`src/design/cfss_pkg.sv`:
```
`default_nettype none

package cfss_pkg;

  localparam int unsigned CFG_IDX_W   = 4;
  localparam int unsigned CFG_DATA_W  = 16;
  localparam int unsigned HALF_W      = 7;
  localparam int unsigned FACTOR_W    = 16;
  localparam int unsigned ROUND_SHIFT = 15;
  localparam int unsigned ROUND_BIAS  = 1 << (ROUND_SHIFT - 1);

  typedef logic [CFG_IDX_W-1:0] cfg_idx_t;

  localparam cfg_idx_t REG_HALF_ROWS    = 4'd0;
  localparam cfg_idx_t REG_HALF_COLS    = 4'd1;
  localparam cfg_idx_t REG_SCALE_ENABLE = 4'd2;
  localparam cfg_idx_t REG_SCALE_FACTOR = 4'd3;

  localparam logic CMD_WRITE = 1'b0;
  localparam logic CMD_READ  = 1'b1;

  localparam logic [HALF_W-1:0]   HALF_RESET   = 7'd64;
  localparam logic [FACTOR_W-1:0] FACTOR_RESET = 16'd32768;

  typedef struct packed {
    logic [HALF_W-1:0] half_rows;
    logic [HALF_W-1:0] half_cols;
  } size_cfg_t;

  typedef struct packed {
    logic                enable;
    logic [FACTOR_W-1:0] factor;
  } scale_cfg_t;

endpackage

`default_nettype wire

```
`src/design/cfss_addr_gen.sv`:
```
`default_nettype none

module cfss_addr_gen import cfss_pkg::*; #(
  parameter int unsigned MAX_DIM = 128
) (
  input  wire logic                                 clk_i,
  input  wire logic                                 rst_ni,
  input  wire size_cfg_t                            size_i,
  input  wire logic                                 wr_en_i,
  input  wire logic                                 rd_en_i,
  output logic [$clog2(MAX_DIM*MAX_DIM)-1:0]        wr_addr_o,
  output logic [$clog2(MAX_DIM*MAX_DIM)-1:0]        rd_addr_o,
  output logic                                      rd_last_o
);

  localparam int unsigned CW       = $clog2(MAX_DIM + 1);
  localparam int unsigned DEPTH    = MAX_DIM * MAX_DIM;
  localparam int unsigned AW       = $clog2(DEPTH);
  localparam int unsigned TW       = $clog2(DEPTH + 1);
  localparam int unsigned MAX_HALF = MAX_DIM / 2;

  function automatic logic [CW-1:0] clamp_half(logic [HALF_W-1:0] h);
    logic [CW-1:0] r;
    if (h == '0) begin
      r = CW'(1);
    end else if (32'(h) > 32'(MAX_HALF)) begin
      r = CW'(MAX_HALF);
    end else begin
      r = CW'(h);
    end
    return r;
  endfunction

  logic [CW-1:0] hr, hc, rows, cols;
  logic [TW-1:0] total;
  logic [AW-1:0] wpos_q, wpos_d, wr_pos;
  logic [TW-1:0] wr_next;
  logic [CW-1:0] rr_q, rr_d, rc_q, rc_d, rr_cur, rc_cur, sr, sc;
  logic [CW:0]   sr_sum, sc_sum, sr_wrap, sc_wrap, rr_inc, rc_inc;
  logic [TW-1:0] rd_lin;
  logic          restart;

  assign hr    = clamp_half(size_i.half_rows);
  assign hc    = clamp_half(size_i.half_cols);
  assign rows  = {hr[CW-2:0], 1'b0};
  assign cols  = {hc[CW-2:0], 1'b0};
  assign total = TW'(rows) * TW'(cols);

  assign wr_pos    = (TW'(wpos_q) >= total) ? '0 : wpos_q;
  assign wr_next   = TW'(wr_pos) + TW'(1);
  assign wpos_d    = (wr_next >= total) ? '0 : wr_next[AW-1:0];
  assign wr_addr_o = wr_pos;

  assign restart = (rr_q >= rows) || (rc_q >= cols);
  assign rr_cur  = restart ? '0 : rr_q;
  assign rc_cur  = restart ? '0 : rc_q;

  assign sr_sum  = {1'b0, rr_cur} + {1'b0, hr};
  assign sc_sum  = {1'b0, rc_cur} + {1'b0, hc};
  assign sr_wrap = (sr_sum >= {1'b0, rows}) ? (sr_sum - {1'b0, rows}) : sr_sum;
  assign sc_wrap = (sc_sum >= {1'b0, cols}) ? (sc_sum - {1'b0, cols}) : sc_sum;
  assign sr      = sr_wrap[CW-1:0];
  assign sc      = sc_wrap[CW-1:0];

  assign rd_lin    = TW'(sr) * TW'(cols) + TW'(sc);
  assign rd_addr_o = rd_lin[AW-1:0];
  assign rd_last_o = (rr_cur == rows - CW'(1)) && (rc_cur == cols - CW'(1));

  assign rc_inc = {1'b0, rc_cur} + (CW+1)'(1);
  assign rr_inc = {1'b0, rr_cur} + (CW+1)'(1);

  always_comb begin
    rr_d = rr_cur;
    rc_d = rc_inc[CW-1:0];
    if (rc_inc >= {1'b0, cols}) begin
      rc_d = '0;
      rr_d = (rr_inc >= {1'b0, rows}) ? '0 : rr_inc[CW-1:0];
    end
  end

  always_ff @(posedge clk_i or negedge rst_ni) begin
    if (!rst_ni) begin
      wpos_q <= '0;
      rr_q   <= '0;
      rc_q   <= '0;
    end else begin
      if (wr_en_i) begin
        wpos_q <= wpos_d;
      end
      if (rd_en_i) begin
        rr_q <= rr_d;
        rc_q <= rc_d;
      end
    end
  end

endmodule

`default_nettype wire

```
`config.mk`:
```
export PLATFORM = sky130hd
export DESIGN_NAME = cfss_addr_gen
export DESIGN_NICKNAME = d
export VERILOG_FILES = /design/src/design/cfss_pkg.sv /design/src/design/cfss_addr_gen.sv
export SDC_FILE = /design/constraint.sdc
export NUM_CORES = 1
export LEC_CHECK = 0
export BUFFER_PORTS_ARGS = -buffer_cell sky130_fd_sc_hd__buf_2
export CORE_MARGIN = 5
export CORE_UTILIZATION = 55
export CTS_CLUSTER_DIAMETER = 80
export DETAILED_ROUTE_END_ITERATION = 8
export PLACE_DENSITY = 0.73
export RECOVER_POWER = 25
export SLEW_MARGIN = 5
export SYNTH_ARGS = -nofsm -noshare
export SYNTH_HDL_FRONTEND = slang
export SYNTH_SLANG_ARGS = --single-unit
```
`constraint.sdc`:
```
create_clock -name clk_i -period 16.9 [get_ports clk_i]
set_input_delay 0.845 -clock clk_i [delete_from_list [all_inputs] [get_ports clk_i]]
set_output_delay 0.845 -clock clk_i [all_outputs]
set_load 0.1 [all_outputs]
```
==> results of run 1 <==
-- per-layer routing --
metal	routed length, um	part of all wire, %
met2	9810	45
met4	344	1.6
met5	0	0
met1	10200	47
met3	1480	6.8
-- synth_stat cells, types with 3 or more instances --
cell	count
xor2_1	22
o21ai_1	4
clkbuf_1	28
o221ai_1	9
nor2_1	134
and2_2	3
o22a_1	8
ha_1	149
nor2b_1	25
o22ai_1	4
nor3_1	27
a211oi_1	5
o31a_1	6
mux2_2	7
o31ai_1	7
clkinv_1	4
a31oi_1	9
nand4_1	12
a22o_1	5
a21o_1	17
o21ai_0	52
buf_6	3
inv_1	131
o2111ai_1	3
o21a_1	14
and3_1	6
dfrtp_1	30
and2_1	12
nand2b_1	13
nand2_1	74
mux2i_1	5
o21bai_1	7
fa_1	56
a21boi_0	4
nor4_1	6
a2111oi_0	4
xnor2_1	49
or2_2	5
nand3_1	34
or3_1	7
o211ai_1	7
a21oi_1	40
-- stage by stage --
stage / setup slack [ns] / cell area, sq um / hold slack, ns / cells
6_report: 3.82 / 9020 / 0.624 / 1300
3_5_place_dp: 4.01 / 8890 / 0.607 / 1293
5_1_grt: 3.09 / 9020 / 0.651 / 1300
3_3_place_gp: 4.24 / 8890 / 0.601 / 1293
2_1_floorplan: 4.86 / 8550 / 0.536 / 1088
4_1_cts: 3.97 / 9020 / 0.619 / 1300
-- registers in the layout (all words and copies together), names as in the netlist --
name / cells
rr_q: 8
wpos_q: 14
rc_q: 8
-- final cells by class --
class	count	area [sq um]
clock buffer	7	133
tap	188	235
sequential	30	751
timing repair buffer	51	267
inverter	137	514
fill	1440	6180
multi-input combinational	887	7120
-- worst paths after layout --
check / endpoint / slack (ns) / depth (start not counted)
max in group asynchronous: rc_q[3]$_DFFE_PN0P_ / 14.83 / 1
worst max-delay path: rd_addr_o[13] / 3.82 / 42
worst max register to register: wpos_q[8]$_DFFE_PN0P_ / 10.86 / 24
min in group asynchronous: wpos_q[12]$_DFFE_PN0P_ / 1.03 / 1
worst min register to register: wpos_q[0]$_DFFE_PN0P_ / 0.62 / 1
worst min-delay path: wpos_q[0]$_DFFE_PN0P_ / 0.62 / 1
-- logic make-up after synthesis --
family	synth area share, %
DFF	8.78
xor gates and xnor gates	7.54
muxes	1.77
AOI/OAI and AO/OA	18.4
buffers and inverters	7.98
and+or+nand+nor	20.6
adders and majority gates	34.9
==> impl_metrics.ini, run 1 <==
[placed_design]
dp_hpwl_um = 17700
routabilityCongestion = 0.926
io_buffers = 46

[clock_network]
cts_buffers = 5
h-tree-depth = 2
cts-root-buf = clkbuf_16
cts_tree = done
cts.clk_slew.worst_paths_ns = 0.05
postCtsSetupBuffers = 0
cts.sinks = 30
clk_latency_ns = 0.28
clockBufferDepth = 2
post_cts_resized = 0
cts_hold_buf = 0

[grt]
grt_busiest_layer = met2
met3_usage_pct = 2.31
antenna_found_initial = 0
grt_use_met2_pct = 38.9
gr-total-overflow = 0
grt_usage_pct = 24.4
grt_max_degree = 33
grt_use_met1_pct = 35.9
grt_pass1_wl_um = 36700
grt_pass1_vias = 7452

[yosys]
syn-num-nets = 1311
syn_area_sq_mm = 0.00855
ys_ff_latch = 30
yosysTopAreaCell = ha_1
yosys.cell_types.count = 76
synth_edf_count = 0
async_flop_share_pct = 100
ys_seq_area_share_pct = 8.78
ys_warn_count = 0
yosysTopAreaCellShare_pct = 21.8
ys.flop_type = dfrtp_1
synth_area_leaders = ha_1, fa_1, dfrtp_1, nor2_1, inv_1
netlist_instances = 1088
syn_avg_cell_area_sq_um = 7.86

[run_status]
outcome = finished with violations
violations = max-capacitance violations, max-slew violations

[floorplan]
rows = 45
core_area_sq_mm = 0.0152
dieArea_sq_mm = 0.0181
die_x_um = 135
die_h_um = 135
pin_count = 47
initial_utilization_pct = 56.2

[sta]
clock_skew_ns = 0.00274
slew_violations = 31
finalCriticalPeriod_ns = 13.08
fin_crit_sh_pct = 77.4
slew_headroom_pct = -18.8
finalHoldViolCount = 0
worst_pin_slew_ns = 1.78
fmax_ghz = 0.0765
rsz0062_at_grt = false
fin_tns_setup_ns = 0
setup_viol = 0

[worst_setup_path]
cpMaxStageDelayCell = and3_1
crit_type = primary input to output port
slowest_delay_ns = 0.67
critPathCaptureType = output port
crit_start = size_i[6]
cp_data_required_time_ns = 16.06
cp_num_buf_inv = 8
critPathTopFamily = adder cells
worst-path-max-fanout = 16
critPathArrivalTime_ns = 12.23
critPathLaunchType = primary input
r2r_start = wpos_q[8]$_DFFE_PN0P_

[routing]
vias = 7750
drtIter0Drc = 657
wl_per_cell_um = 16.8
drt_pre_antenna_iters = 7
wl_um = 21800
via_per_inst = 5.96
ant_nets = 0
drc = 0

[worst_hold_path]
hold_class = register to register
min_from = wpos_q[0]$_DFFE_PN0P_

[layout]
layout-drive-gt1-share_pct = 7.73
syn2layout_area_growth_pct = 5.55
n_antenna_cell = 0
layout_commonest_cell = ha_1
nNetsFinal = 1335
post-route-util_pct = 59.3
final_cell_mix = ha_1, nor2_1, inv_1, nand2_1, fa_1

[flow_run]
cap_violations = 1
Power of run 1 is not shown: default switching activity piles up to over one toggle a cycle in this logic, so the estimate is an artifact.
==> inputs of run 2 (changes only) <==
==> constraint.sdc (replaced) <==
create_clock -name clk_i -period 12.99 [get_ports clk_i]
set_input_delay 0.6495 -clock clk_i [delete_from_list [all_inputs] [get_ports clk_i]]
set_output_delay 0.6495 -clock clk_i [all_outputs]
set_load 0.1 [all_outputs]
==> impl_metrics.ini, run 2 (same netlist as run 1, synthesis figures left out) <==
[worst_hold_path]
holdPathEnd = wpos_q[13]$_DFFE_PN0P_
hold_class = register to register
min_from = wpos_q[13]$_DFFE_PN0P_
hold_depth = 2

[layout]
largest_reg_flops = 14
layout_top_registers = wpos_q (14), rc_q (8), rr_q (8)
layout-drive-gt1-share_pct = 8.48
layout_commonest_cell = ha_1
regMostFlops = wpos_q
fillers = 1407
nNetsFinal = 1342
syn2layout_area_growth_pct = 6.37
final_cell_mix = ha_1, nor2_1, inv_1, nand2_1, fa_1

[placed_design]
dp_hpwl_um = 18200
routabilityCongestion = 0.913
io_buffers = 46

[grt]
gr-total-overflow = 0
grt_pass1_vias = 7801
grt_pass1_wl_um = 38100
antenna_found_initial = 1
grt_max_degree = 33
grt_usage_pct = 25.4

[clock_network]
cts.clk_slew.worst_paths_ns = 0.05
clk_latency_ns = 0.28
h-tree-depth = 2
cts_buffers = 5
post_cts_resized = 0
postCtsSetupBuffers = 0
cts_hold_buf = 0
cts-root-buf = clkbuf_16
cts_tree = done
clockBufferDepth = 2
cts.sinks = 30

[sta]
fin_crit_sh_pct = 92.0
fin_tns_setup_ns = 0
slew_headroom_pct = -17.1
setup_viol = 0
worst_pin_slew_ns = 1.76
clock_skew_ns = 0.00316
fmax_ghz = 0.0837
finalCriticalPeriod_ns = 11.95
rsz0062_at_grt = false
slew_violations = 31
finalHoldViolCount = 0

[floorplan]
core_area_sq_mm = 0.0152
initial_utilization_pct = 56.2
rows = 45
die_h_um = 135
pin_count = 47
dieArea_sq_mm = 0.0181
die_x_um = 135

[worst_setup_path]
reg2regPathDepth = 24
cp_num_buf_inv = 8
r2r_end = wpos_q[2]$_DFFE_PN0P_
worst-path-max-fanout = 16
cpMaxStageDelayCell = nor2b_1
critPathCaptureType = output port
cp_common_cell = inv_1
critPathArrivalTime_ns = 11.30
cp_data_required_time_ns = 12.34
slowest_delay_ns = 0.61
r2r_start = wpos_q[8]$_DFFE_PN0P_
critPathTopFamily = adder cells
r2r_slack_ns = 7.04
critPathLaunchType = primary input
crit_type = primary input to output port

[run_status]
outcome = finished with violations
violations = max-capacitance violations, max-slew violations

[routing]
ant_nets = 0
met2_length_um = 10100
m1WireLength_um = 10000
wl_per_cell_um = 17.1
drc = 0
wl_um = 22400
via_per_inst = 6.05
vias = 7920
routed-wl-met3_um = 1690
drtIter0Drc = 720
top_layer = met4
drt_pre_antenna_iters = 5

[flow_run]
cap_violations = 1
==> run 2: layout make-up <==
cell class	count	area (sq um)	area share, %
Clock buffer	7	143	1.57
Antenna cell	1	2.50	0.0275
Sequential cell	30	751	8.26
Multi-Input combinational cell	887	7120	78.3
Tap cell	188	235	2.59
Inverter	137	514	5.66
Timing Repair Buffer	58	319	3.51
Clock inverter	1	5.00	0.0550
==> run 2: stage by stage <==
stage	hold WS, ns	util, %	setup WS [ns]	std cells	instance area (sq um)
6_report	0.623	59.8	1.04	1309	9090
5_1_grt	0.658	59.8	0.424	1309	9090
4_1_cts	0.461	59.8	1.19	1308	9090
3_5_place_dp	0.608	58.8	1.25	1300	8940
3_3_place_gp	0.602	58.8	1.45	1300	8940
2_1_floorplan	0.354	-	1.34	1088	8550
==> run 2: how the worst max path moves through the flow <==
stage / startpoint / endpoint / slack [ns] / cells past startpoint
3_5_place_dp: size_i[6] / rd_addr_o[13] / 1.25 / 42
4_1_cts: size_i[6] / rd_addr_o[13] / 1.19 / 42
5_1_grt: size_i[6] / rd_addr_o[12] / 0.42 / 43
2_1_floorplan: size_i[5] / rd_addr_o[12] / 1.34 / 42
3_3_place_gp: size_i[6] / rd_addr_o[13] / 1.45 / 41
6_report: size_i[6] / rd_addr_o[13] / 1.04 / 42
==> run 2: tightest hold or removal path, cell delays in order, from the launching register on <==
cell and delay [ns]:
dfrtp_1 0.35, inv_1 0.09, o21ai_0 0.15
==> run 2: layer usage <==
metal	vias to the layer above	GRT usage [%]
li1	3826	-
met1	3744	35.4
met2	300	40.0
met3	50	3.99
met4	0	9.28
met5	-	0
Power of run 2 is left out for the same reason.
==> inputs of run 3 (changes only) <==
==> constraint.sdc (replaced) <==
create_clock -name clk_i -period 12.99 [get_ports clk_i]
set_input_delay 0.6495 -clock clk_i [delete_from_list [all_inputs] [get_ports clk_i]]
set_output_delay 0.6495 -clock clk_i [all_outputs]
set_load 0.05 [all_outputs]
==> impl_metrics.ini, run 3 (same netlist as run 1, synthesis figures left out) <==
[worst_setup_path]
cpMaxStageDelayCell = fa_1
cp_data_required_time_ns = 12.34
critPathArrivalTime_ns = 11.12
slowest_delay_ns = 0.56
critPathTopFamily = adder cells
critPathLaunchType = primary input
cp_common_cell = inv_1
crit_type = primary input to output port
critPathCaptureType = output port
cp_num_buf_inv = 9
r2r_slack_ns = 6.92
worst-path-max-fanout = 13

[sta]
fmax_ghz = 0.0849
finalHoldViolCount = 0
fin_crit_sh_pct = 90.6
slew_violations = 31
rsz0062_at_grt = false
setup_viol = 0
fin_tns_setup_ns = 0
worst_pin_slew_ns = 1.81
finalCriticalPeriod_ns = 11.77
clock_skew_ns = 0.00339
slew_headroom_pct = -20.6

[power]
power.leakage_nw = 4.55
power_density_mw_per_mm2 = 218
irDropWorstVdd_mv = 0.459

[layout]
fillers = 1384
post-route-util_pct = 60.0
layout-drive-gt1-share_pct = 8.65
nNetsFinal = 1343
final_cell_mix = ha_1, nor2_1, inv_1, nand2_1, fa_1
largest_reg_flops = 14
syn2layout_area_growth_pct = 6.67
regMostFlops = wpos_q
layout_top_registers = wpos_q (14), rc_q (8), rr_q (8)
layout_commonest_cell = ha_1

[grt]
grt_pass1_wl_um = 37100
grt_usage_pct = 24.8
antenna_found_initial = 1
grt_pass1_vias = 7482
gr-total-overflow = 0
grt_max_degree = 33

[floorplan]
die_x_um = 135
pin_count = 47
core_area_sq_mm = 0.0152
rows = 45
initial_utilization_pct = 56.2
dieArea_sq_mm = 0.0181
die_h_um = 135

[clock_network]
clockBufferDepth = 2
cts_hold_buf = 0
cts.sinks = 30
h-tree-depth = 2
clk_latency_ns = 0.28
cts_tree = done
cts_buffers = 5
cts-root-buf = clkbuf_16
post_cts_resized = 0
cts.clk_slew.worst_paths_ns = 0.05
postCtsSetupBuffers = 0

[routing]
drc = 0
wl_per_cell_um = 16.9
via_per_inst = 6.02
vias = 7891
drtIter0Drc = 732
ant_nets = 0
wl_um = 22200
drt_pre_antenna_iters = 5

[placed_design]
dp_hpwl_um = 17900
routabilityCongestion = 0.952
io_buffers = 46

[worst_hold_path]
hold_class = register to register

[flow_run]
cap_violations = 1

[run_status]
outcome = finished with violations
violations = max-capacitance violations, max-slew violations
-- run 3: cell count changes in the layout (fill, tap and decap cells not counted), sizes merged --
cell,before,now
clkbuf,8,9
buf,57,58
clkinv,5,4
-- run 3: area by class of cell --
type / count / area, sq um / share of cell area, %
inverters: 137 / 514 / 5.64
repair buffers: 59 / 327 / 3.58
well taps: 188 / 235 / 2.58
multi-input cells: 887 / 7120 / 78.1
flip-flops and latches: 30 / 751 / 8.23
clock buffers: 8 / 166 / 1.82
diodes: 1 / 2.50 / 0.0274
-- run 3: final timing paths --
kind / start / endpoint / cells after the start
setup / recovery: size_i[5] / rd_addr_o[13] / 45
hold / removal: wpos_q[1]$_DFFE_PN0P_ / wpos_q[1]$_DFFE_PN0P_ / 1
setup reg to reg: wpos_q[8]$_DFFE_PN0P_ / wpos_q[4]$_DFFE_PN0P_ / 24
hold reg to reg: wpos_q[1]$_DFFE_PN0P_ / wpos_q[1]$_DFFE_PN0P_ / 1
max in group asynchronous: rst_ni / rc_q[0]$_DFFE_PN0P_ / 1
min in group asynchronous: rst_ni / wpos_q[12]$_DFFE_PN0P_ / 1
-- run 3: routing by layer --
layer / wire length [um] / global-route usage [%]
met5: 0 / 0
met4: 647 / 8.31
met3: 1530 / 3.02
met2: 9790 / 38.7
met1: 10200 / 35.6
-- run 3: worst reg2reg max path: cells and delay by family (launching register included) --
family	cells	cell delay [ns]
buffers and inverters	2	0.41
DFF	1	0.47
adders and majority gates	3	0.93
and+or+nand+nor	7	1.27
AOI/OAI and AO/OA	12	2.91
-- run 3: per-stage QoR --
step / hold slack, ns / total power, mW / std cells / cell area [sq um] / worst slack, ns
2_1_floorplan: 0.354 / 1.51 / 1088 / 8550 / 2.01
3_3_place_gp: 0.598 / 1.82 / 1301 / 8950 / 1.59
3_5_place_dp: 0.603 / 1.84 / 1301 / 8950 / 1.32
4_1_cts: 0.453 / 1.98 / 1309 / 9120 / 1.29
5_1_grt: 0.655 / 2.18 / 1310 / 9120 / 0.414
6_report: 0.633 / 1.98 / 1310 / 9120 / 1.22
-- run 3: report_power, final --
part           internal, mW  switching, mW  leakage [nW]
Combinational         0.573           1.11          4.07
Clock                0.0868         0.0463        0.0832
Sequential            0.120         0.0502         0.404
Total                 0.780           1.20          4.55
Note: power is estimated with default switching activity, not from simulation.
