==> src/design/cfss_pkg.sv <==
`default_nettype none

package cfss_pkg;

  localparam int unsigned CFG_IDX_W   = 4;
  localparam int unsigned CFG_DATA_W  = 16;
  localparam int unsigned HALF_W      = 7;
  localparam int unsigned FACTOR_W    = 16;
  localparam int unsigned ROUND_SHIFT = 15;
  localparam int unsigned ROUND_BIAS  = 1 << (ROUND_SHIFT - 1);

  typedef logic [CFG_IDX_W-1:0] cfg_idx_t;

  localparam cfg_idx_t REG_HALF_ROWS    = 4'd0;
  localparam cfg_idx_t REG_HALF_COLS    = 4'd1;
  localparam cfg_idx_t REG_SCALE_ENABLE = 4'd2;
  localparam cfg_idx_t REG_SCALE_FACTOR = 4'd3;

  localparam logic CMD_WRITE = 1'b0;
  localparam logic CMD_READ  = 1'b1;

  localparam logic [HALF_W-1:0]   HALF_RESET   = 7'd64;
  localparam logic [FACTOR_W-1:0] FACTOR_RESET = 16'd32768;

  typedef struct packed {
    logic [HALF_W-1:0] half_rows;
    logic [HALF_W-1:0] half_cols;
  } size_cfg_t;

  typedef struct packed {
    logic                enable;
    logic [FACTOR_W-1:0] factor;
  } scale_cfg_t;

endpackage

`default_nettype wire

==> src/design/cfss_if.sv <==
`default_nettype none


interface cfss_out_if #(
  parameter int unsigned SAMPLE_BITS = 16
);
  logic                          valid;
  logic                          ready;
  logic signed [SAMPLE_BITS-1:0] out_real;
  logic signed [SAMPLE_BITS-1:0] out_imag;
  logic                          last_of_frame;

  modport source (output valid, out_real, out_imag, last_of_frame, input ready);
  modport sink   (input valid, out_real, out_imag, last_of_frame, output ready);
endinterface


`default_nettype wire

==> src/design/cfss_scale.sv <==
`default_nettype none

module cfss_scale import cfss_pkg::*; #(
  parameter int unsigned SAMPLE_BITS = 16
) (
  input  wire logic                          clk_i,
  input  wire logic                          rst_ni,
  input  wire scale_cfg_t                    scale_i,
  input  wire logic                          valid_i,
  input  wire logic                          last_i,
  input  wire logic signed [SAMPLE_BITS-1:0] real_i,
  input  wire logic signed [SAMPLE_BITS-1:0] imag_i,
  output logic                               ready_o,
  cfss_out_if.source                         out_o
);

  localparam int unsigned SB = SAMPLE_BITS;
  localparam int unsigned PW = SB + FACTOR_W + 1;
  localparam int unsigned QW = PW + 1;
  localparam int unsigned RW = QW - ROUND_SHIFT;

  function automatic logic [SB-1:0] round_sat(logic signed [PW-1:0] p);
    logic signed [QW-1:0] q;
    logic [RW-1:0]        r;
    logic [SB-1:0]        res;
    q = QW'(p) + QW'(ROUND_BIAS);
    r = q[QW-1:ROUND_SHIFT];
    if ((r[RW-1:SB-1] == '0) || (r[RW-1:SB-1] == '1)) begin
      res = r[SB-1:0];
    end else if (r[RW-1]) begin
      res = {1'b1, {(SB-1){1'b0}}};
    end else begin
      res = {1'b0, {(SB-1){1'b1}}};
    end
    return res;
  endfunction

  logic signed [FACTOR_W:0] factor_s;
  logic signed [PW-1:0]     prod_re, prod_im;
  logic signed [PW-1:0]     prod_re_q, prod_im_q;
  logic signed [SB-1:0]     raw_re_q, raw_im_q;
  logic                     v2_q, last2_q, en2, en_out;
  logic                     ov_q, olast_q;
  logic [SB-1:0]            ore_q, oim_q, ore_d, oim_d;

  assign factor_s = $signed({1'b0, scale_i.factor});
  assign prod_re  = real_i * factor_s;
  assign prod_im  = imag_i * factor_s;

  assign en_out  = !ov_q || out_o.ready;
  assign en2     = !v2_q || en_out;
  assign ready_o = en2;

  assign ore_d = scale_i.enable ? round_sat(prod_re_q) : raw_re_q;
  assign oim_d = scale_i.enable ? round_sat(prod_im_q) : raw_im_q;

  always_ff @(posedge clk_i or negedge rst_ni) begin
    if (!rst_ni) begin
      v2_q <= 1'b0;
      ov_q <= 1'b0;
    end else begin
      if (en2) begin
        v2_q <= valid_i;
      end
      if (en_out) begin
        ov_q <= v2_q;
      end
    end
  end

  always_ff @(posedge clk_i) begin
    if (en2) begin
      prod_re_q <= prod_re;
      prod_im_q <= prod_im;
      raw_re_q  <= real_i;
      raw_im_q  <= imag_i;
      last2_q   <= last_i;
    end
    if (en_out) begin
      ore_q   <= ore_d;
      oim_q   <= oim_d;
      olast_q <= last2_q;
    end
  end

  assign out_o.valid         = ov_q;
  assign out_o.out_real      = ore_q;
  assign out_o.out_imag      = oim_q;
  assign out_o.last_of_frame = olast_q;

endmodule

`default_nettype wire

==> src/flat_wrapper.sv <==
// flat-port wrapper written by rule: the top's interface ports become plain ports
module cfss_scale_flat import cfss_pkg::*;
#(
  parameter int unsigned SAMPLE_BITS = 16
)
  (clk_i, rst_ni, scale_i, valid_i, last_i, real_i, imag_i, ready_o, out_o_valid, out_o_out_real, out_o_out_imag, out_o_last_of_frame, out_o_ready);
  cfss_out_if #(.SAMPLE_BITS(SAMPLE_BITS)) out_o_i ();
  input  wire logic clk_i;
  input  wire logic rst_ni;
  input  wire scale_cfg_t scale_i;
  input  wire logic valid_i;
  input  wire logic last_i;
  input  wire logic signed [SAMPLE_BITS-1:0] real_i;
  input  wire logic signed [SAMPLE_BITS-1:0] imag_i;
  output logic ready_o;
  output wire logic [$bits(out_o_i.valid)-1:0] out_o_valid;
  output wire logic [$bits(out_o_i.out_real)-1:0] out_o_out_real;
  output wire logic [$bits(out_o_i.out_imag)-1:0] out_o_out_imag;
  output wire logic [$bits(out_o_i.last_of_frame)-1:0] out_o_last_of_frame;
  input wire logic [$bits(out_o_i.ready)-1:0] out_o_ready;
  assign out_o_valid = out_o_i.valid;
  assign out_o_out_real = out_o_i.out_real;
  assign out_o_out_imag = out_o_i.out_imag;
  assign out_o_last_of_frame = out_o_i.last_of_frame;
  assign out_o_i.ready = out_o_ready;
  cfss_scale #(.SAMPLE_BITS(SAMPLE_BITS)) u_core (.clk_i(clk_i), .rst_ni(rst_ni), .scale_i(scale_i), .valid_i(valid_i), .last_i(last_i), .real_i(real_i), .imag_i(imag_i), .ready_o(ready_o), .out_o(out_o_i));
endmodule
==> config.mk <==
export PLATFORM = sky130hd
export DESIGN_NAME = cfss_scale_flat
export DESIGN_NICKNAME = d
export VERILOG_FILES = /design/src/design/cfss_pkg.sv /design/src/design/cfss_if.sv /design/src/design/cfss_scale.sv /design/src/flat_wrapper.sv
export SDC_FILE = /design/constraint.sdc
export NUM_CORES = 1
export LEC_CHECK = 0
export BUFFER_PORTS_ARGS = -buffer_cell sky130_fd_sc_hd__buf_2
export CORE_ASPECT_RATIO = 0.6
export CORE_MARGIN = 1
export CORE_UTILIZATION = 39
export DETAILED_ROUTE_END_ITERATION = 8
export PLACE_DENSITY = 0.52
export SLEW_MARGIN = 5
export SYNTH_ARGS = -nofsm -noshare
export SYNTH_HDL_FRONTEND = slang
export SYNTH_SLANG_ARGS = --single-unit
==> constraint.sdc <==
create_clock -name clk_i -period 8.7 [get_ports clk_i]
set_input_delay 1.305 -clock clk_i [delete_from_list [all_inputs] [get_ports clk_i]]
set_output_delay 1.305 -clock clk_i [all_outputs]
set_load 0.03 [all_outputs]
==> flow_summary.toml, run 1 <==
[setup_path]
r2r_end = "u_core.out_o.out_imag[10]"
crit_top_cell = "fa_1"
cp-start-kind = "primary input"
cpPeakStageDelay_ns = 0.71
reg2reg_from = "u_core.prod_im_q[15]"
crit_start = "scale_i[7]"
reg2reg_depth = 8
cp-end-kind = "flip-flop"
cp.arrival_ns = 7.91
slowest_stage = "o41ai_1"
rrSetupSlack_ns = 5.49
cp_max_fo = 32
crit_chain = "buf_2, nand2_1, fa_1, inv_1, fa_1, inv_1, fa_1, inv_1, fa_1, fa_1, inv_1, fa_1, inv_1, ha_1, nand3_1, nand2_1, a2111oi_0, nor2_1, a21oi_1, o41ai_1, xor2_1"
setup.worst_path.class = "primary input to flip-flop"
critPathRequiredTime_ns = 8.78

[floorplanning]
io_pins = 89
dieArea_um2 = 56900
fp.dieW_um = 307
rows = 66
initial_utilization = 0.399
die_h_um = 185
core_area_um2 = 54700

[global_route]
use_met2 = 0.300
grt_util_met3 = 0.0358
track_usage = 0.221
antenna_found_initial = 3
met1_usage = 0.367
grt_max_degree = 74
grt_pass1_vias = 16600
grt_pass1_wl_mm = 96.3
grt.busiest_layer = "met1"
gr-total-overflow = 0

[sta]
fin_tns_setup_ns = 0
maxSlewViolCount = 0
tightest_slew_ns = 1.02
setup_viol = 0
max_freq_ghz = 0.128
rsz0062_at_grt = "no"
fin_skew_ns = 0.0103
min_period_ns = 7.83
period_share = 0.900
whs_ns = 0.438
hold_viol = 0
slew_headroom = 0.322

[cts]
cts-root-buf = "clkbuf_16"
clk_latency_ns = 0.37
htree_num_levels = 3
post_cts_buffers = 0
cts_tree = "built"
clock_path_buffers = 2
cts_buffers = 9
postCtsHoldBufs = 0
path_clk_slew_ns = 0.08
cts_resized = 0
cts.sinks = 106

[logic_synthesis]
synth_area_leaders = "fa_1 (35%), edfxtp_1 (14%), ha_1 (14%)"
syn_nets = 2999
ys.flop_type = "edfxtp_1"
synth_edf_count = 104
ys_seq_elements = 106
synth_top_cell_area_share = 0.354
syn-cell-area_um2 = 21800
ys_types = 65
ys_warn_count = 0
yosys.area.top_type = "fa_1"
netlist_instances = 2319
seq_area_frac_synth = 0.145
avgSynthCellArea_um2 = 9.41
synth_async_sr_flop_share = 0.0189

[worst_hold_path]
holdPathEnd = "u_core.out_o.last_of_frame"
hold_depth = 0
hp-class = "flip-flop to flip-flop"
min_from = "u_core.last2_q"

[drt]
dr.first_iter.drc_count = 1219
viasPerCell = 5.18
routed_wl_mm = 60.6
first_pass_iters = 5
remaining_drc_errors = 0
routedWlPerCell_um = 19.6
antenna_left = 0
vias = 16000

[layout]
diodes = 0
fin_nets = 3012
area_growth_pct = 6.38
final_cells = 3085
layout-drive-gt1-share = 0.0655

[placed_design]
port_buffers = 88
hpwl_mm = 47.9
gp_congestion = 0.884
dp.cells = 3069

[status]
status = "finished, final reports clean"

[flow_run]
maxCapViolations = 0
==> state kept, by name (all words and copies together), names as in the netlist <==
register,count
u_core.out_o.out_imag,16
u_core.prod_re_q,19
u_core.last2_q,1
u_core.v2_q,1
u_core.prod_im_q,19
u_core.out_o.last_of_frame,1
u_core.raw_im_q,16
u_core.raw_re_q,16
u_core.out_o.out_real,16
u_core.out_o.valid,1
==> layout by cell type, fill, tap and decap left out, types with 3 or more instances in the layout <==
| cell type | instances |
|---|---|
| and4_1 | 5 |
| ha_1 | 240 |
| buf_4 | 13 |
| o211ai_1 | 3 |
| nor2_1 | 57 |
| a21o_1 | 16 |
| and3_1 | 7 |
| nor2_2 | 11 |
| edfxtp_1 | 104 |
| nor4_1 | 7 |
| nand3_1 | 22 |
| xnor2_1 | 36 |
| o21a_1 | 6 |
| o22ai_1 | 13 |
| a211o_1 | 3 |
| o221ai_2 | 10 |
| buf_2 | 88 |
| o21ai_1 | 13 |
| nand2b_1 | 18 |
| fa_1 | 386 |
| a2111oi_0 | 4 |
| and2_1 | 231 |
| nand4_1 | 20 |
| a211oi_1 | 11 |
| o21ai_0 | 29 |
| clkbuf_16 | 9 |
| o221ai_1 | 6 |
| inv_1 | 495 |
| a31oi_1 | 6 |
| nand2_1 | 310 |
| o21bai_1 | 3 |
| xor2_1 | 32 |
| a21oi_1 | 57 |
| a41oi_1 | 5 |
| nor3_1 | 18 |
| nor2b_1 | 3 |
==> cells in the mapped netlist (2+ instances only) <==
library cell	count
xor2_1	32
clkbuf_1	88
fa_1	386
nor4_1	7
nand4_1	20
nand2b_1	19
buf_6	2
nor4_4	2
o21bai_1	3
a311oi_1	2
xnor2_1	36
o221ai_1	6
and3_1	7
nand4_2	2
buf_2	3
buf_4	3
nor2b_1	3
nand2_1	310
o21ai_1	13
or3_1	2
a211o_1	3
inv_1	495
o21a_1	6
o211ai_1	3
a2111oi_0	4
a21oi_1	57
a211oi_1	11
nor3_1	18
a41oi_1	5
and4_1	5
nand3_1	22
a21o_1	16
buf_1	2
o41ai_1	2
o22ai_1	13
edfxtp_1	104
nor2_1	57
o21ai_0	29
o221ai_2	10
nor2_2	11
and2_1	231
ha_1	240
dfrtp_1	2
a31oi_1	6
==> cells by family (layout without fill, tap and decap cells) <==
group | after synthesis | count (layout) | share of synthesized area
compound gates | 201 | 201 | 0.0643
xor+xnor | 68 | 68 | 0.0273
fa+ha+maj | 626 | 626 | 0.492
buf+inv | 596 | 614 | 0.104
flops | 106 | 106 | 0.145
mux | 1 | 1 | 0.000688
simple gates | 721 | 721 | 0.166
==> how the worst max path moves through the flow <==
stage / end / cells past startpoint
6_report: u_core.prod_im_q[29] / 21
4_1_cts: u_core.prod_im_q[29] / 21
3_5_place_dp: u_core.prod_im_q[29] / 21
5_1_grt: u_core.prod_re_q[26] / 19
3_3_place_gp: u_core.prod_im_q[25] / 21
2_1_floorplan: u_core.prod_im_q[25] / 22
==> layout make-up <==
cell class / instances / area, um^2
multi-input cells: 1617 / 16400
fillers: 5486 / 31500
repair buffers: 101 / 538
inverters: 497 / 1870
flip-flops and latches: 106 / 3170
clock inverters: 6 / 82.6
clock buffers: 10 / 239
well taps: 748 / 936
==> layer usage <==
metal / part of all wire / up-vias
li1: - / 7209
met4: 0.0056 / 0
met2: 0.38 / 568
met3: 0.079 / 20
met1: 0.53 / 8177
met5: 0 / -
==> through the flow <==
| stage | utilization | setup slack (ns) | instance area [um^2] |
|---|---|---|---|
| 3_5_place_dp | 0.419 | 0.656 | 22900 |
| 2_1_floorplan | - | 1.90 | 21800 |
| 6_report | 0.424 | 0.868 | 23200 |
| 3_3_place_gp | 0.419 | 0.554 | 22900 |
| 4_1_cts | 0.424 | 1.05 | 23200 |
| 5_1_grt | 0.424 | 0.665 | 23200 |
==> critical path: cells and delay by family <==
| kind | cells | cell delay, ns |
|---|---|---|
| buf+inv | 6 | 0.84 |
| xor+xnor | 1 | 0.17 |
| compound gates | 3 | 1.08 |
| simple gates | 4 | 1.01 |
| fa+ha+maj | 7 | 3.46 |
Power of run 1 is left out: the tool's default activity adds up to more than one toggle a clock period on the data nets, which glitch-free logic cannot reach.
==> run 2: changes to the inputs <==
--- a/config.mk
+++ b/config.mk
@@ -5,6 +5,7 @@
 export SDC_FILE = /design/constraint.sdc
 export NUM_CORES = 1
 export LEC_CHECK = 0
+export ABC_AREA = 1
 export BUFFER_PORTS_ARGS = -buffer_cell sky130_fd_sc_hd__buf_2
 export CORE_ASPECT_RATIO = 0.6
 export CORE_MARGIN = 1
==> run 2 against run 1 <==
Net effect:
- worst hold slack improved by 0.0011 ns
- clock-buffer cell count decreased by 1
- die area grew 6.0%
- core utilization down 0.22 points
- non-clock buffer count increased by 5
- maximum frequency grew 11%
- cell count increased by 20%
- critical path depth rose by 1
- critical path type unchanged
- highest routed layer unchanged
==> flow_summary.toml, run 2 <==
[global_route]
antenna_found_initial = 1
grt_max_degree = 39
grt_pass1_vias = 19000
track_usage = 0.246
grt_pass1_wl_mm = 112
gr-total-overflow = 0

[logic_synthesis]
ys_types = 44
syn_nets = 3592
ys.flop_type = "edfxtp_1"
netlist_instances = 2912
seq_area_frac_synth = 0.137
synth_async_sr_flop_share = 0.0189
synth_top_cell_area_share = 0.334
synthTopCellsByCount = "inv_1 (792), nand2_1 (742), fa_1 (386)"
synth_area_leaders = "fa_1 (33%), edfxtp_1 (14%), ha_1 (13%)"
synth_edf_count = 104
ys_warn_count = 0
synth.most_common_cell = "inv_1"
syn-cell-area_um2 = 23100
yosys.area.top_type = "fa_1"
avgSynthCellArea_um2 = 7.94
ys_seq_elements = 106

[setup_path]
cp.arrival_ns = 7.18
cp-start-kind = "primary input"
setup.worst_path.class = "primary input to flip-flop"
cp-end-kind = "flip-flop"
cp_max_fo = 20
critPathRequiredTime_ns = 8.81

[cts]
cts_tree = "built"
path_clk_slew_ns = 0.07
clock_path_buffers = 2
cts_resized = 0
clk_latency_ns = 0.37
cts.sinks = 106
postCtsHoldBufs = 0
htree_num_levels = 3
post_cts_buffers = 0
cts_buffers = 9
cts-root-buf = "clkbuf_16"

[sta]
setup_viol = 0
fin_skew_ns = 0.0165
tightest_slew_ns = 0.915
slew_headroom = 0.390
period_share = 0.813
hold_viol = 0
min_period_ns = 7.07
maxSlewViolCount = 0
max_freq_ghz = 0.141
rsz0062_at_grt = "no"
fin_tns_setup_ns = 0

[floorplanning]
dieArea_um2 = 60300
rows = 68
core_area_um2 = 58000
die_h_um = 191
fp.dieW_um = 316
initial_utilization = 0.398
io_pins = 89

[flow_run]
maxCapViolations = 0

[layout]
fin_nets = 3596
layout_common_cells = "inv_1 (792), nand2_1 (742), fa_1 (386)"
layout-drive-gt1-share = 0.0633
stdcell_area_um2 = 24500
area_growth_pct = 5.96
mostFrequentLayoutCell = "inv_1"
diodes = 0
top_regs = "u_core.prod_im_q (19), u_core.prod_re_q (19)"

[drt]
viasPerCell = 4.93
first_pass_iters = 7
routed_wl_mm = 70.2
antenna_left = 0
vias = 18200
routedWlPerCell_um = 19.0
remaining_drc_errors = 0
dr.first_iter.drc_count = 1648

[placed_design]
port_buffers = 88
hpwl_mm = 58.5
postPlaceCellArea_um2 = 24200
gp_congestion = 0.937

[status]
status = "finished, final reports clean"

[worst_hold_path]
hp-class = "flip-flop to flip-flop"
## run 2: final cells by class
class	instances	area [um^2]
Clock inverter	7	78.8
Sequential cell	106	3170
Multi-Input combinational cell	1897	16500
Timing Repair Buffer	106	576
Fill cell	5997	33500
Clock buffer	9	225
Tap cell	770	963
Inverter	796	2990
## run 2: layer usage
metal	wire (um)	global-route usage	share of wire	vias to the layer above
met1	37000	0.408	0.53	8949
li1	-	-	-	8520
met2	25900	0.327	0.37	694
met3	6900	0.0495	0.098	24
met4	352	0.0248	0.0050	0
met5	0	0	0	-
## run 2: through the flow
stage	std cells	utilization	hold slack (ns)	worst slack [ns]
after global routing	3691	0.422	0.453	1.37
after floorplan	2912	-	0.400	2.23
after CTS	3691	0.422	0.443	1.75
final	3691	0.422	0.439	1.63
after global placement	3675	0.417	0.420	1.39
after detailed placement	3675	0.417	0.426	1.36
## run 2: cell families after synthesis
group                    after synthesis  share of synthesized area
XOR/XNOR                              56                     0.0212
AND/OR/NAND/NOR                     1028                      0.178
buffers and inverters                909                      0.150
flip-flops                           106                      0.137
AO/OA/AOI/OAI                        187                     0.0492
adder cells (fa/ha/maj)              626                      0.464
## run 2: critical path: stages
cell and delay, ns:
buf_2 0.50, buf_4 0.33, nand2_1 0.07, inv_1 0.09, fa_1 0.43, inv_1 0.09, fa_1 0.43, inv_1 0.10
fa_1 0.45, fa_1 0.51, fa_1 0.49, inv_1 0.05, fa_1 0.48, inv_1 0.04, ha_1 0.37, a21oi_1 0.43
o21ai_0 0.28, a21oi_1 0.36, o21a_1 0.18, nand2_1 0.06, nand2_1 0.05, nand2_1 0.07
## run 2: worst paths after layout
check / cells after the start / slack [ns] / startpoint / to
max: 22 / 1.63 / scale_i[13] / u_core.prod_im_q[27]
min: 0 / 0.44 / u_core.last2_q / u_core.out_o.last_of_frame
max reg2reg: 10 / 6.32 / u_core.prod_im_q[15] / u_core.out_o.out_imag[0]
min reg2reg: 0 / 0.44 / u_core.last2_q / u_core.out_o.last_of_frame
max in group asynchronous: 1 / 7.89 / rst_ni / u_core.v2_q
min in group asynchronous: 1 / 0.72 / rst_ni / u_core.out_o.valid
Power of run 2 is left out for the same reason.
==> run 3: changes to the inputs <==
--- a/config.mk
+++ b/config.mk
@@ -5,13 +5,13 @@
 export SDC_FILE = /design/constraint.sdc
 export NUM_CORES = 1
 export LEC_CHECK = 0
-export ABC_AREA = 1
+export ABC_AREA = 0
 export BUFFER_PORTS_ARGS = -buffer_cell sky130_fd_sc_hd__buf_2
 export CORE_ASPECT_RATIO = 0.6
 export CORE_MARGIN = 1
 export CORE_UTILIZATION = 39
 export DETAILED_ROUTE_END_ITERATION = 8
-export PLACE_DENSITY = 0.52
+export PLACE_DENSITY = 0.54
 export SLEW_MARGIN = 5
 export SYNTH_ARGS = -nofsm -noshare
 export SYNTH_HDL_FRONTEND = slang
==> constraint.sdc (replaced) <==
create_clock -name clk_i -period 6.1 [get_ports clk_i]
set_input_delay 0.915 -clock clk_i [delete_from_list [all_inputs] [get_ports clk_i]]
set_output_delay 0.915 -clock clk_i [all_outputs]
set_load 0.03 [all_outputs]
==> run 3 against run 2 <==
Net effect:
- cell count fell by 9.0%
- cell area increased by 7.3%
- routed wire length fell by 14%
- die area decreased by 5.6%
- critical path depth increased by 1
- first-iteration DRC count decreased by 33%
- clock-buffer cell count unchanged
- clock skew shrank 0.0083 ns
- largest cell class unchanged
- highest routed layer unchanged
==> flow_summary.toml, run 3 (synthesis results as in run 1) <==
[placed_design]
port_buffers = 88
gp_congestion = 0.903
hpwl_mm = 50.7

[cts]
clk_latency_ns = 0.38
cts.sinks = 106
htree_num_levels = 3
path_clk_slew_ns = 0.08
cts_tree = "built"
cts_buffers = 9
clock_path_buffers = 2
cts-root-buf = "clkbuf_16"

[setup_path]
setup.worst_path.class = "primary input to flip-flop"
critPathRequiredTime_ns = 6.23
slowest_stage = "fa_1"
crit_top_cell = "fa_1"
cp_max_fo = 11
crit_chain = "buf_6, buf_4, and2_1, fa_1, inv_1, fa_1, inv_1, fa_1, fa_1, fa_1, inv_1, fa_1, inv_1, ha_4, buf_4, buf_4, a21oi_2, o21ai_2, nand2b_1, o211ai_1, a211oi_4, o41ai_2, xor2_1"
cp-end-kind = "flip-flop"
cpPeakStageDelay_ns = 0.52
cp-start-kind = "primary input"
cp.arrival_ns = 6.13

[layout]
regArea_um2 = 3170
layout_common_cells = "inv_1 (491), fa_1 (377), nand2_1 (307)"
layout-drive-gt1-share = 0.199
mostFrequentLayoutCell = "inv_1"
nFillCells = 5241
area_growth_pct = 20.5
top_regs = "u_core.prod_im_q (19), u_core.prod_re_q (19)"
fin_nets = 3286
multi_input_area_um2 = 17000

[sta]
setup_viol = 0
tightest_slew_ns = 1.02
max_freq_ghz = 0.167
min_period_ns = 6.00
maxSlewViolCount = 0
period_share = 0.984
hold_viol = 0
whs_ns = 0.299
slew_headroom = 0.318
rsz0062_at_grt = "yes"
fin_skew_ns = 0.00816

[drt]
viasPerCell = 4.98
dr.first_iter.drc_count = 1104
remaining_drc_errors = 0
vias = 16700
routedWlPerCell_um = 18.0
first_pass_iters = 7
antenna_left = 0
routed_wl_mm = 60.4

[status]
status = "finished, final reports clean"

[worst_hold_path]
hp-class = "primary input to asynchronous set/reset pin"

[floorplanning]
io_pins = 89
fp.dieW_um = 307
rows = 66
dieArea_um2 = 56900
die_h_um = 185
initial_utilization = 0.399
core_area_um2 = 54700

[global_route]
grt_pass1_vias = 17400
gr-total-overflow = 0
grt_max_degree = 52
track_usage = 0.223
grt_pass1_wl_mm = 97.8
antenna_found_initial = 1

[flow_run]
maxCapViolations = 0
run 3: worst max-delay path: cells and delay by family:
family	cells	cell delay (ns)
fa+ha+maj	7	3.15
compound gates	5	0.86
buf+inv	8	0.82
simple gates	2	0.22
xor+xnor	1	0.17
run 3: per-stage QoR:
stage,utilization,TNS (ns),area (um^2),std cells,setup WS (ns)
floorplan,-,-0.00277,22000,2319,-0.00200
global placement,0.459,-18.05,25100,3331,-0.827
detailed placement,0.459,-20.37,25100,3331,-0.924
CTS,0.469,-0.0117,25600,3353,-0.0117
global route,0.481,-0.154,26300,3360,-0.0623
finish,0.481,0,26300,3360,0.0961
run 3: final cells by class:
cell class / count / area share
multi-input cells: 1617 / 0.647
repair buffers: 375 / 0.114
diodes: 1 / 0.0000952
inverters: 497 / 0.0711
well taps: 748 / 0.0356
clock buffers: 9 / 0.00857
clock inverters: 7 / 0.00324
flip-flops and latches: 106 / 0.121
run 3: path summary, 6_finish.rpt:
path | start | to | slack, ns | depth (start not counted)
worst max register to register | u_core.prod_im_q[15] | u_core.out_o.out_imag[1] | 2.88 | 8
min in group clk_i | u_core.last2_q | u_core.out_o.last_of_frame | 0.44 | 0
worst max-delay path | scale_i[11] | u_core.prod_im_q[31] | 0.1 | 23
max in group asynchronous | rst_ni | u_core.v2_q | 5.70 | 1
worst min-delay path | rst_ni | u_core.out_o.valid | 0.30 | 1
worst min register to register | u_core.last2_q | u_core.out_o.last_of_frame | 0.44 | 0
run 3: what timing repair did:
| action | CTS | global route |
|---|---|---|
| hold endpoints to repair | 0 | 0 |
| endpoints found under the setup margin | 29 | 30 |
| pin swaps | 11 | 60 |
| hold buffers | 0 | 0 |
| setup buffers | 6 | 7 |
| gates resized for setup | 43 | 139 |
| cloned | 0 | 2 |
run 3: metal layers:
metal | GRT usage | share of wire
met1 | 0.365 | 0.52
met2 | 0.299 | 0.39
met4 | 0.0370 | 0.011
met3 | 0.0395 | 0.074
met5 | 0 | 0
Power of run 3 is left out for the same reason.
